File: src/sv/mpm_pkg.sv
// shared types and constants for the multi-period meter
// no dependencies; used by mpm_core, mpm_out_buf and multi_period_meter
package mpm_pkg;

  // configuration port
  localparam int CFG_INDEX_W = 1;
  localparam int CFG_DATA_W  = 32;

  localparam logic [CFG_INDEX_W-1:0] REG_PERIODS = 1'b0;
  localparam logic [CFG_INDEX_W-1:0] REG_TIMEOUT = 1'b1;

  localparam logic [15:0] PERIODS_RESET = 16'd100;
  localparam logic [31:0] TIMEOUT_RESET = 32'd5000000;

  // measurement phase
  typedef enum logic [2:0] {
    PH_IDLE      = 3'd0,
    PH_PRE_LOW   = 3'd1,
    PH_PRE_HIGH  = 3'd2,
    PH_MEAS_LOW  = 3'd3,
    PH_MEAS_HIGH = 3'd4
  } phase_t;

  // function codes of an input transaction
  localparam logic FUNC_TICK  = 1'b0;
  localparam logic FUNC_START = 1'b1;

  typedef struct packed {
    logic func;
    logic pin_level;
  } in_t;

  typedef struct packed {
    logic [31:0] period_count;
    logic        no_signal;
  } out_t;

  // result handed from the core to the output buffer
  typedef struct packed {
    logic valid;
    out_t data;
  } result_t;

endpackage

File: src/sv/mpm_core.sv
// measurement state machine: phase, tick counter, period count, config registers
// depends on mpm_pkg
module mpm_core #(
  parameter int COUNTER_WIDTH = 32
) (
  input  logic                               clk,
  input  logic                               rst,
  input  logic                               accept,
  input  mpm_pkg::in_t                       in_data,
  input  logic                               cfg_we,
  input  logic [mpm_pkg::CFG_INDEX_W-1:0]    cfg_index,
  input  logic [mpm_pkg::CFG_DATA_W-1:0]     cfg_data,
  output mpm_pkg::result_t                   result
);

  localparam int CMP_W = (COUNTER_WIDTH > 32) ? COUNTER_WIDTH : 32;
  localparam logic [COUNTER_WIDTH-1:0] CNT_MAX = {COUNTER_WIDTH{1'b1}};

  mpm_pkg::phase_t            phase, phase_next;
  logic [COUNTER_WIDTH-1:0]   tick_counter, tick_counter_next;
  logic [15:0]                periods_seen, periods_seen_next;
  logic [15:0]                periods_to_measure;
  logic [31:0]                timeout_ticks;

  logic [COUNTER_WIDTH-1:0]   cnt_inc;
  logic [CMP_W-1:0]           cnt_ext;
  logic [15:0]                periods_inc;
  logic                       want;
  logic                       hit;
  logic                       timed_out;
  logic                       done;

  // saturating counter increment and shared compares
  always_comb begin
    cnt_inc     = (tick_counter != CNT_MAX) ? tick_counter + 1'b1 : tick_counter;
    cnt_ext     = CMP_W'(cnt_inc);
    periods_inc = (periods_seen != 16'hFFFF) ? periods_seen + 16'd1 : periods_seen;
    want        = (phase == mpm_pkg::PH_PRE_HIGH) || (phase == mpm_pkg::PH_MEAS_HIGH);
    hit         = (in_data.pin_level == want);
    timed_out   = (cnt_ext > CMP_W'(timeout_ticks)) || (cnt_inc == CNT_MAX);
    done        = (periods_inc >= periods_to_measure);
  end

  // next phase
  always_comb begin
    phase_next = phase;
    if (accept) begin
      if (in_data.func == mpm_pkg::FUNC_START) begin
        phase_next = (periods_to_measure == 16'd0) ? mpm_pkg::PH_IDLE : mpm_pkg::PH_PRE_LOW;
      end else begin
        case (phase)
          mpm_pkg::PH_PRE_LOW: begin
            if (hit) phase_next = mpm_pkg::PH_PRE_HIGH;
            else if (timed_out) phase_next = mpm_pkg::PH_IDLE;
          end
          mpm_pkg::PH_PRE_HIGH: begin
            if (hit) phase_next = mpm_pkg::PH_MEAS_LOW;
            else if (timed_out) phase_next = mpm_pkg::PH_IDLE;
          end
          mpm_pkg::PH_MEAS_LOW: begin
            if (hit) phase_next = mpm_pkg::PH_MEAS_HIGH;
            else if (timed_out) phase_next = mpm_pkg::PH_IDLE;
          end
          mpm_pkg::PH_MEAS_HIGH: begin
            if (hit) phase_next = done ? mpm_pkg::PH_IDLE : mpm_pkg::PH_MEAS_LOW;
            else if (timed_out) phase_next = mpm_pkg::PH_IDLE;
          end
          default: phase_next = mpm_pkg::PH_IDLE;
        endcase
      end
    end
  end

  // counters and result
  always_comb begin
    tick_counter_next = tick_counter;
    periods_seen_next = periods_seen;
    result            = '0;
    if (accept) begin
      if (in_data.func == mpm_pkg::FUNC_START) begin
        tick_counter_next = '0;
        periods_seen_next = '0;
        result.valid      = (periods_to_measure == 16'd0);
      end else begin
        case (phase)
          mpm_pkg::PH_PRE_LOW, mpm_pkg::PH_PRE_HIGH: begin
            tick_counter_next = hit ? '0 : cnt_inc;
            if (!hit && timed_out) begin
              result.valid          = 1'b1;
              result.data.no_signal = 1'b1;
            end
          end
          mpm_pkg::PH_MEAS_LOW: begin
            tick_counter_next = cnt_inc;
            if (!hit && timed_out) begin
              result.valid          = 1'b1;
              result.data.no_signal = 1'b1;
            end
          end
          mpm_pkg::PH_MEAS_HIGH: begin
            tick_counter_next = cnt_inc;
            if (hit) begin
              periods_seen_next = periods_inc;
              if (done) begin
                result.valid             = 1'b1;
                result.data.period_count = cnt_ext[31:0];
              end
            end else if (timed_out) begin
              result.valid          = 1'b1;
              result.data.no_signal = 1'b1;
            end
          end
          default: ;
        endcase
      end
    end
  end

  // state and configuration registers
  always_ff @(posedge clk) begin
    if (rst) begin
      phase              <= mpm_pkg::PH_IDLE;
      tick_counter       <= '0;
      periods_seen       <= '0;
      periods_to_measure <= mpm_pkg::PERIODS_RESET;
      timeout_ticks      <= mpm_pkg::TIMEOUT_RESET;
    end else begin
      phase        <= phase_next;
      tick_counter <= tick_counter_next;
      periods_seen <= periods_seen_next;
      if (cfg_we && cfg_index == mpm_pkg::REG_PERIODS) begin
        periods_to_measure <= cfg_data[15:0];
      end
      if (cfg_we && cfg_index == mpm_pkg::REG_TIMEOUT) begin
        timeout_ticks <= cfg_data[31:0];
      end
    end
  end

endmodule

File: src/sv/mpm_out_buf.sv
// two-entry output buffer: result register plus skid register
// depends on mpm_pkg
module mpm_out_buf (
  input  logic              clk,
  input  logic              rst,
  input  mpm_pkg::result_t  result,
  output logic              full,
  output logic              out_valid,
  input  logic              out_stall,
  output mpm_pkg::out_t     out_data
);

  logic          head_valid;
  logic          skid_valid;
  mpm_pkg::out_t head;
  mpm_pkg::out_t skid;
  logic          pop;

  assign pop       = head_valid && !out_stall;
  assign out_valid = head_valid;
  assign out_data  = head;
  assign full      = skid_valid;

  // valid flags
  always_ff @(posedge clk) begin
    if (rst) begin
      head_valid <= 1'b0;
      skid_valid <= 1'b0;
    end else if (!head_valid || pop) begin
      head_valid <= skid_valid || result.valid;
      skid_valid <= skid_valid && result.valid;
    end else if (result.valid) begin
      skid_valid <= 1'b1;
    end
  end

  // payload
  always_ff @(posedge clk) begin
    if (!head_valid || pop) begin
      if (skid_valid) begin
        head <= skid;
        if (result.valid) skid <= result.data;
      end else begin
        head <= result.data;
      end
    end else if (result.valid) begin
      skid <= result.data;
    end
  end

endmodule

File: src/sv/multi_period_meter.sv
// top level of the multi-period meter
// depends on mpm_pkg, mpm_core and mpm_out_buf
//
// channel  direction  payload                        handshake
// in       input      in_data  {func, pin_level}     in_valid / in_stall
// out      output     out_data {period_count, no_signal} out_valid / out_stall
// cfg      input      cfg_index, cfg_data            cfg_we
//
// one input transaction per cycle while in_stall is low; a result shows on out
// from the result register, after waiting in the skid register if out stalls.
// in_stall rises only when both result and skid registers are occupied.
// reset (rst, synchronous) clears phase, counters and buffer, and loads
// the register defaults (100 periods, 5000000 ticks timeout).
module multi_period_meter #(
  parameter int COUNTER_WIDTH = 32
) (
  input  logic                            clk,
  input  logic                            rst,
  input  logic                            in_valid,
  output logic                            in_stall,
  input  mpm_pkg::in_t                    in_data,
  output logic                            out_valid,
  input  logic                            out_stall,
  output mpm_pkg::out_t                   out_data,
  input  logic                            cfg_we,
  input  logic [mpm_pkg::CFG_INDEX_W-1:0] cfg_index,
  input  logic [mpm_pkg::CFG_DATA_W-1:0]  cfg_data
);

  logic             accept;
  logic             full;
  mpm_pkg::result_t result;

  assign in_stall = full;
  assign accept   = in_valid && !full;

  // measurement logic
  mpm_core #(
    .COUNTER_WIDTH(COUNTER_WIDTH)
  ) u_core (
    .clk      (clk),
    .rst      (rst),
    .accept   (accept),
    .in_data  (in_data),
    .cfg_we   (cfg_we),
    .cfg_index(cfg_index),
    .cfg_data (cfg_data),
    .result   (result)
  );

  // result register and skid stage
  mpm_out_buf u_out_buf (
    .clk      (clk),
    .rst      (rst),
    .result   (result),
    .full     (full),
    .out_valid(out_valid),
    .out_stall(out_stall),
    .out_data (out_data)
  );

endmodule

File: config.mk
export PLATFORM = sky130hd
export DESIGN_NAME = multi_period_meter
export DESIGN_NICKNAME = d
export VERILOG_FILES = /design/src/sv/mpm_pkg.sv /design/src/sv/mpm_core.sv /design/src/sv/mpm_out_buf.sv /design/src/sv/multi_period_meter.sv
export SDC_FILE = /design/constraint.sdc
export NUM_CORES = 1
export LEC_CHECK = 0
export ABC_AREA = 1
export BUFFER_PORTS_ARGS = -buffer_cell sky130_fd_sc_hd__buf_4
export CORE_ASPECT_RATIO = 1.75
export CORE_UTILIZATION = 55
export DETAILED_ROUTE_END_ITERATION = 8
export PLACE_DENSITY = 0.77
export SETUP_SLACK_MARGIN = 0.3
export SLEW_MARGIN = 20
export SYNTH_ARGS = -nofsm -noshare
export SYNTH_HDL_FRONTEND = slang
export SYNTH_SLANG_ARGS = --single-unit
File: constraint.sdc
create_clock -name clk -period 10.7 [get_ports clk]
set_clock_uncertainty 0.1 [all_clocks]
set_input_delay 2.14 -clock clk [delete_from_list [all_inputs] [get_ports clk]]
set_output_delay 2.14 -clock clk [all_outputs]
set_load 0.02 [all_outputs]
==> run summary, run 1 <==
Clk sinks -> 167
Most common cell after layout, fill and taps aside -> nand2_1
Net Sw Frac -> 0.239
P_sw -> 0.000327 W
Max-slew violations -> 0
R2r startpoint -> u_core.tick_counter[0]
Area leader, netlist -> dfxtp_1
Crit-path max FO -> 33
Crit-path most repeated cell -> nand2_1
Setup crit start kind -> flop
Clock power frac -> 0.435
Normalized max-slew margin -> 0.255
Drt pass-1 iters -> 5
Sequential share of power -> 0.497
Pin count of the biggest net entering global routing -> 65
Cells after Synth -> 1,204
Most frequent cells in the layout -> nand2_1, inv_1, nor2_1, a21oi_1, dfxtp_1
Clock transition at path regs -> 0.07 ns
Vias in the first global route -> 7,866
Crit path to -> u_out_buf.skid[9]
Setup_tns -> 0 ns
Tot Pwr -> 0.00137 W
Warnings from Yosys -> 0
Top post-synthesis cells by area -> dfxtp_1, edfxtp_1, nand2_1
Data required time at the worst endpoint -> 10.67 ns
Initial antenna violation count -> 0
Crit-path slowest cell -> nor4_1
Cell area after synthesis -> 0.00902 mm²
Later-pin clock latency in the skew report -> 0.43 ns
Internal -> 0.00104 W
Slowest stage delay, CP -> 0.58 ns
First-pass GRT wire length -> 37,400 µm
N_diodes -> 0
I/O pin count -> 75
Worst VDD drop -> 0.107 mV
Period Utilization, post-route -> 0.445
Longest Clk Path Bufs -> 2
Drt wl/cell -> 15.9 µm
Hold/Removal Path Class -> reg2reg
#FFs+latches synth -> 167
Total leakage power -> 4.14 nW
Vias/cell -> 5.50
Final ANT Viol Nets -> 0
Final Hold Fails -> 0
Die area -> 0.0169 mm²
CP Cell Sequence -> nand3_1 > inv_1 > nand2_1 > nor2_1 > nand2_1 > a21oi_1 > inv_1 > ha_1 > nand2_1 > nor4_1 > nand2_1 > nand2_1 > nand2_1 > nand3_1 > nand2_1 > nand2_4 > nand3_2 > nand3_2 > nand2_2 > nor2_2 > buf_4
Worst Setup SP -> u_core.tick_counter[0]
Die W -> 98.8 µm
CP Capture Type -> flop
Worst R2R Setup Slack -> 5.94 ns
Area grow syn2layout -> 13.9%
Global route overflow -> 0
Syn avg cell area -> 7.49 µm²
CTS Buf Count -> 17
Iter 0 DRT Violations -> 392
H-tree levels -> 4
RSZ-0062 raised after global routing -> false
Number of I/O port buffers -> 74
Synth Net Count -> 1,294
Core outline area -> 0.0160 mm²
Library cells used by synthesis -> 32
Worst Reg2Reg Path Length in Cells -> 21
Vias -> 8,050
Initial core utilization -> 0.565
CTS resizes -> 0
Sequential share of the synthesized area -> 0.444
Final GP Congestion -> 0.922
Proportion of layout cells with a drive suffix above 1 -> 0.111
PwrDens -> 133 mW/mm²
PnR worst setup slack -> 5.94 ns
Hold_buf cts -> 0
R2r endpoint -> u_out_buf.skid[9]
Post-DP HPWL -> 17,200 µm
Worst setup path class -> reg2reg
Core Rows -> 61
Total track usage -> 0.289
Root Driver -> clkbuf_16
Logic pwr share -> 0.068
Worst-Margin Slew -> 1.12 ns
Final setup fails -> 0
Routed WL -> 23,300 µm
Drt drc -> 0
Dpl ws -> 5.70 ns
Synth top area share -> 0.224
CTS tree -> built
Net count, final -> 1,352
Max Cap Viol -> 0
Post-layout min period -> 4.76 ns
FMAX -> 210 MHz
Critical Path AT -> 4.73 ns
Status -> finished clean
Post-CTS Setup Bufs -> 0
Chip Height -> 171 µm
sequential cells by signal, indices dropped and copies added (netlist names), 3 cells and up:
| signal | count |
|---|---|
| u_core.tick_counter | 32 |
| u_out_buf.skid | 33 |
| u_core.timeout_ticks | 32 |
| u_core.periods_to_measure | 16 |
| u_core.periods_seen | 16 |
| u_core.phase | 3 |
| u_out_buf.out_data | 33 |
how the worst min path moves through the flow:
stage / start / end / slack [ns] / cells past startpoint
2_1_floorplan: u_core.timeout_ticks[26] / u_core.timeout_ticks[26] / 0.33 / 2
3_3_place_gp: u_core.timeout_ticks[3] / u_core.timeout_ticks[3] / 0.35 / 2
3_5_place_dp: u_core.timeout_ticks[16] / u_core.timeout_ticks[16] / 0.36 / 2
4_1_cts: u_core.timeout_ticks[16] / u_core.timeout_ticks[16] / 0.37 / 2
5_1_grt: u_core.timeout_ticks[21] / u_core.timeout_ticks[21] / 0.39 / 2
6_report: u_core.timeout_ticks[4] / u_core.timeout_ticks[4] / 0.37 / 2
area by class of cell:
| type | count | area, µm² |
|---|---|---|
| Fill cell | 1439 | 5680 |
| Multi-Input combinational cell | 850 | 4310 |
| Sequential cell | 167 | 4000 |
| Timing Repair Buffer | 80 | 601 |
| Inverter | 146 | 548 |
| Clock buffer | 20 | 489 |
| Tap cell | 189 | 236 |
| Clock inverter | 12 | 90.1 |
stage by stage:
stage | std cells | utilization | area, µm² | hold WS, ns
2_1_floorplan | 1204 | - | 9020 | 0.335
3_3_place_gp | 1432 | 0.607 | 9680 | 0.351
3_5_place_dp | 1432 | 0.607 | 9680 | 0.358
4_1_cts | 1464 | 0.643 | 10300 | 0.367
5_1_grt | 1464 | 0.644 | 10300 | 0.395
6_report | 1464 | 0.644 | 10300 | 0.366
logic make-up after synthesis:
logic type | Yosys count | share of synthesized area
simple gates | 547 | 0.251
compound gates | 232 | 0.135
buf+inv | 187 | 0.0806
flops | 167 | 0.444
fa+ha+maj | 50 | 0.0694
xor+xnor | 21 | 0.0204
power groups by stage:
stage	clock (W)	combinational, W	sequential [W]
after floorplan	0	0.0000517	0.000696
after CTS	0.000602	0.0000926	0.000678
after global placement	0	0.0000896	0.000692
final	0.000595	0.0000926	0.000678
after global routing	0.000626	0.000103	0.000679
after detailed placement	0	0.0000916	0.000692
per-layer routing:
metal  global-route usage  share of wire
met4                0.215          0.069
met3               0.0427          0.033
met1                0.289           0.37
met2                0.535           0.53
met5                    0              0
Yosys cell counts, drive strengths merged:
cell,count
xor2,12
and2,1
clkbuf,36
dfxtp,101
o21bai,4
a22oi,1
nor4,2
o211ai,14
o41ai,1
nor2,128
buf,5
o21ai,89
xnor2,9
clkinv,1
nand4,13
inv,145
a31oi,1
nand2,352
a21oi,122
nand3,39
ha,50
edfxtp,66
nor3,12
critical path: cells and delay by family (launching register included):
family                     cells  cell delay [ns]
and+or+nand+nor               16             2.45
AOI/OAI and AO/OA              1             0.29
adders and majority gates      1             0.32
buffers and inverters          3             0.69
DFF                            1             0.50
Note: power is estimated with default switching activity, not from simulation.
==> inputs of run 2 (changes only) <==
ABC_AREA = 0   (was 1)
clock period = 4.8 ns   (was 10.7 ns; I/O delays follow)
==> run summary, run 2 <==
Status -> finished clean
Mux cell area share after synthesis -> 0.00688 (+0.00688)
CTS tree -> built
I/O pin count -> 75 (unchanged)
XOR/XNOR Fraction of Synth Area -> 0.0334 (+0.0130)
Final Hold Fails -> 0 (unchanged)
Drt drc -> 0 (unchanged)
Data required time at the worst endpoint -> 4.89 ns (-5.78 ns)
Vias/cell -> 5.98 (+8.8%)
Hold Path Depth -> 2 (unchanged)
Area grow syn2layout -> 22.3%
Longest Clk Path Bufs -> 2 (unchanged)
Worst Setup SP -> u_core.tick_counter[0]
Commonest register cell after synthesis -> dfxtp_1
Net count, final -> 1,199 (-11%)
Post-layout min period -> 4.45 ns (-0.312 ns)
Total leakage power -> 4.69 nW (+13%)
#FFs+latches synth -> 167 (unchanged)
Max-slew violations -> 0 (unchanged)
Worst VDD drop -> 0.264 mV (+150%)
Period Utilization, post-route -> 0.927 (+0.482)
Ys async rst share -> 0 (unchanged)
Count leader, synth -> nand2_1
R2r startpoint -> u_core.tick_counter[0]
Normalized max-slew margin -> 0.228 (-0.0265)
Largest family of logic cells by synthesized area -> simple AND/OR/NAND/NOR gates
Iter 0 DRT Violations -> 442 (+13%)
PwrDens -> 275 mW/mm² (+110%)
Synth top area share -> 0.227 (+0.00267)
Largest delay share family, worst path -> compound AO/OA/AOI/OAI gates
RSZ-0062 raised after global routing -> false
Worst setup path class -> reg2reg
Initial core utilization -> 0.561 (-0.00398)
Vias -> 7,844 (-2.6%)
Synth Net Count -> 1,085 (-16%)
FMAX -> 225 MHz (+7.0%)
Root Driver -> clkbuf_16
Worst Reg2Reg Path Length in Cells -> 18 (-14%)
Post-synth top cells -> nand2_1, dfxtp_1, nor2_1
Critical Path AT -> 4.54 ns (-0.19 ns)
Library cells used by synthesis -> 69 (+120%)
H-tree levels -> 4 (unchanged)
Chip Height -> 170 µm (-0.58%)
Final GP Congestion -> 0.995 (+7.9%)
Die W -> 98.2 µm (-0.58%)
Worst path bufs/invs -> 3 (unchanged)
Post-DP HPWL -> 16,800 µm (-2.5%)
Area leader, netlist -> dfxtp_1
Later-pin clock latency in the skew report -> 0.43 ns (about the same)
First-pass GRT wire length -> 36,900 µm (-1.2%)
Hold path startpoint -> u_core.timeout_ticks[28]
CP Cell Sequence -> ha_2 > nand4_1 > or3_4 > or4_4 > mux2i_2 > inv_2 > ha_4 > a21o_1 > a21oi_2 > o21ai_1 > a2111oi_2 > a21oi_2 > o21ai_1 > buf_4 > a21oi_4 > o31ai_4 > nor2_4 > clkbuf_16
Initial antenna violation count -> 0 (unchanged)
Hold_buf cts -> 0 (unchanged)
R2r endpoint -> u_out_buf.skid[21]
CTS Buf Count -> 17 (unchanged)
Final setup fails -> 0 (unchanged)
Max Cap Viol -> 0 (unchanged)
Top post-synthesis cells by area -> dfxtp_1, edfxtp_1, ha_1
Hold Path End -> u_core.timeout_ticks[28]
Cells after Synth -> 995 (-17%)
Sequential share of the synthesized area -> 0.449 (+0.00530)
Die area -> 0.0167 mm² (-1.2%)
Routed WL -> 23,400 µm (+0.58%)
Global route overflow -> 0 (unchanged)
Slowest stage delay, CP -> 0.55 ns (-0.03 ns)
Cell area after synthesis -> 0.00891 mm² (-1.2%)
Vias in the first global route -> 7,532 (-4.2%)
Syn avg cell area -> 8.96 µm² (+20%)
N_diodes -> 0 (unchanged)
Number of I/O port buffers -> 74 (unchanged)
Adder-Cell Fraction of Synth Area -> 0.0702 (+0.000828)
Clk sinks -> 167 (unchanged)
Number of flops mapped to enable cells by yosys -> 66 (unchanged)
Core outline area -> 0.0159 mm² (-0.48%)
Util after Layout -> 0.687 (+0.0428)
Post-Synth Simple-Gate Area -> 0.214 (-0.0371)
Worst R2R Setup Slack -> 0.35 ns (-5.59 ns)
Core Rows -> 61 (unchanged)
Crit-path slowest cell -> or4_4
Synth Area in Compound Gates -> 0.169 (+0.0340)
Final ANT Viol Nets -> 0 (unchanged)
Setup_tns -> 0 ns (unchanged)
Setup crit start kind -> flop
Worst-Margin Slew -> 1.15 ns (+0.0332 ns)
Clock transition at path regs -> 0.06 ns (about the same)
Drt wl/cell -> 17.9 µm (+12%)
Proportion of layout cells with a drive suffix above 1 -> 0.227 (+0.116)
CP Capture Type -> flop
Drt pass-1 iters -> 8 (+3)
Crit-path max FO -> 8 (-76%)
Most common cell after layout, fill and taps aside -> buf_4
Most frequent cells in the layout -> buf_4, nand2_1, nor2_1
Pin count of the biggest net entering global routing -> 66 (+1.5%)
Hold/Removal Path Class -> reg2reg
Warnings from Yosys -> 0 (unchanged)
Total track usage -> 0.280 (-0.00887)
==> run 2: how the worst max path moves through the flow <==
| stage | to | slack (ns) | cells past startpoint |
|---|---|---|---|
| floorplan | u_out_buf.skid[0] | 0.31 | 20 |
| global placement | u_out_buf.skid[25] | 0.27 | 19 |
| detailed placement | u_out_buf.skid[25] | 0.11 | 19 |
| CTS | u_out_buf.skid[30] | 0.31 | 18 |
| global route | u_out_buf.skid[32] | 0.18 | 20 |
| finish | u_out_buf.skid[21] | 0.35 | 18 |
==> run 2: power breakdown <==
part	total (W)	internal (W)	switching, W
Combinational	0.000192	0.0000764	0.000116
Sequential	0.00151	0.00149	0.0000186
Clock	0.00129	0.000690	0.000603
==> run 2: per-layer routing <==
layer | vias up | share of wire | track usage
met4 | 0 | 0.060 | 0.189
met2 | 264 | 0.52 | 0.503
li1 | 3760 | - | -
met5 | - | 0 | 0
met3 | 87 | 0.035 | 0.0423
met1 | 3733 | 0.38 | 0.301
==> run 2: kinds of logic after synthesis <==
family | count (synthesis)
compound gates | 229
simple gates | 388
mux | 6
buf+inv | 121
flops | 167
fa+ha+maj | 50
xor+xnor | 34
==> run 2: through the flow <==
stage	area [µm²]	setup WS, ns	hold WS [ns]	power, W	cells
global placement	9940	0.267	0.343	0.00172	1265
CTS	10500	0.310	0.357	0.00301	1297
finish	10900	0.352	0.354	0.00299	1311
detailed placement	9940	0.112	0.349	0.00173	1265
floorplan	8940	0.305	0.336	0.00165	995
global route	10900	0.176	0.379	0.00310	1311
==> run 2: timing repair <==
action	4_1_cts	5_1_grt
cloned	0	3
resized for setup	9	64
setup endpoints to repair	37	101
pin swaps	1	17
setup buffers	0	11
==> run 2: final cells by class <==
class | instances | area, µm²
clock buffer | 18 | 439
clock inverter | 14 | 114
fill | 1288 | 4970
inverter | 70 | 263
multi-input combinational | 707 | 4640
sequential | 167 | 4050
tap | 189 | 236
timing repair buffer | 146 | 1160
==> run 2: worst reg2reg max path: stages (launching register included) <==
cell       delay (ns)
dfxtp_4          0.38
ha_2             0.19
nand4_1          0.18
or3_4            0.43
or4_4            0.55
mux2i_2          0.23
inv_2            0.08
ha_4             0.22
a21o_1           0.16
a21oi_2          0.12
o21ai_1          0.09
a2111oi_2        0.43
a21oi_2          0.13
o21ai_1          0.16
buf_4            0.16
a21oi_4          0.07
o31ai_4          0.23
nor2_4           0.11
clkbuf_16        0.20
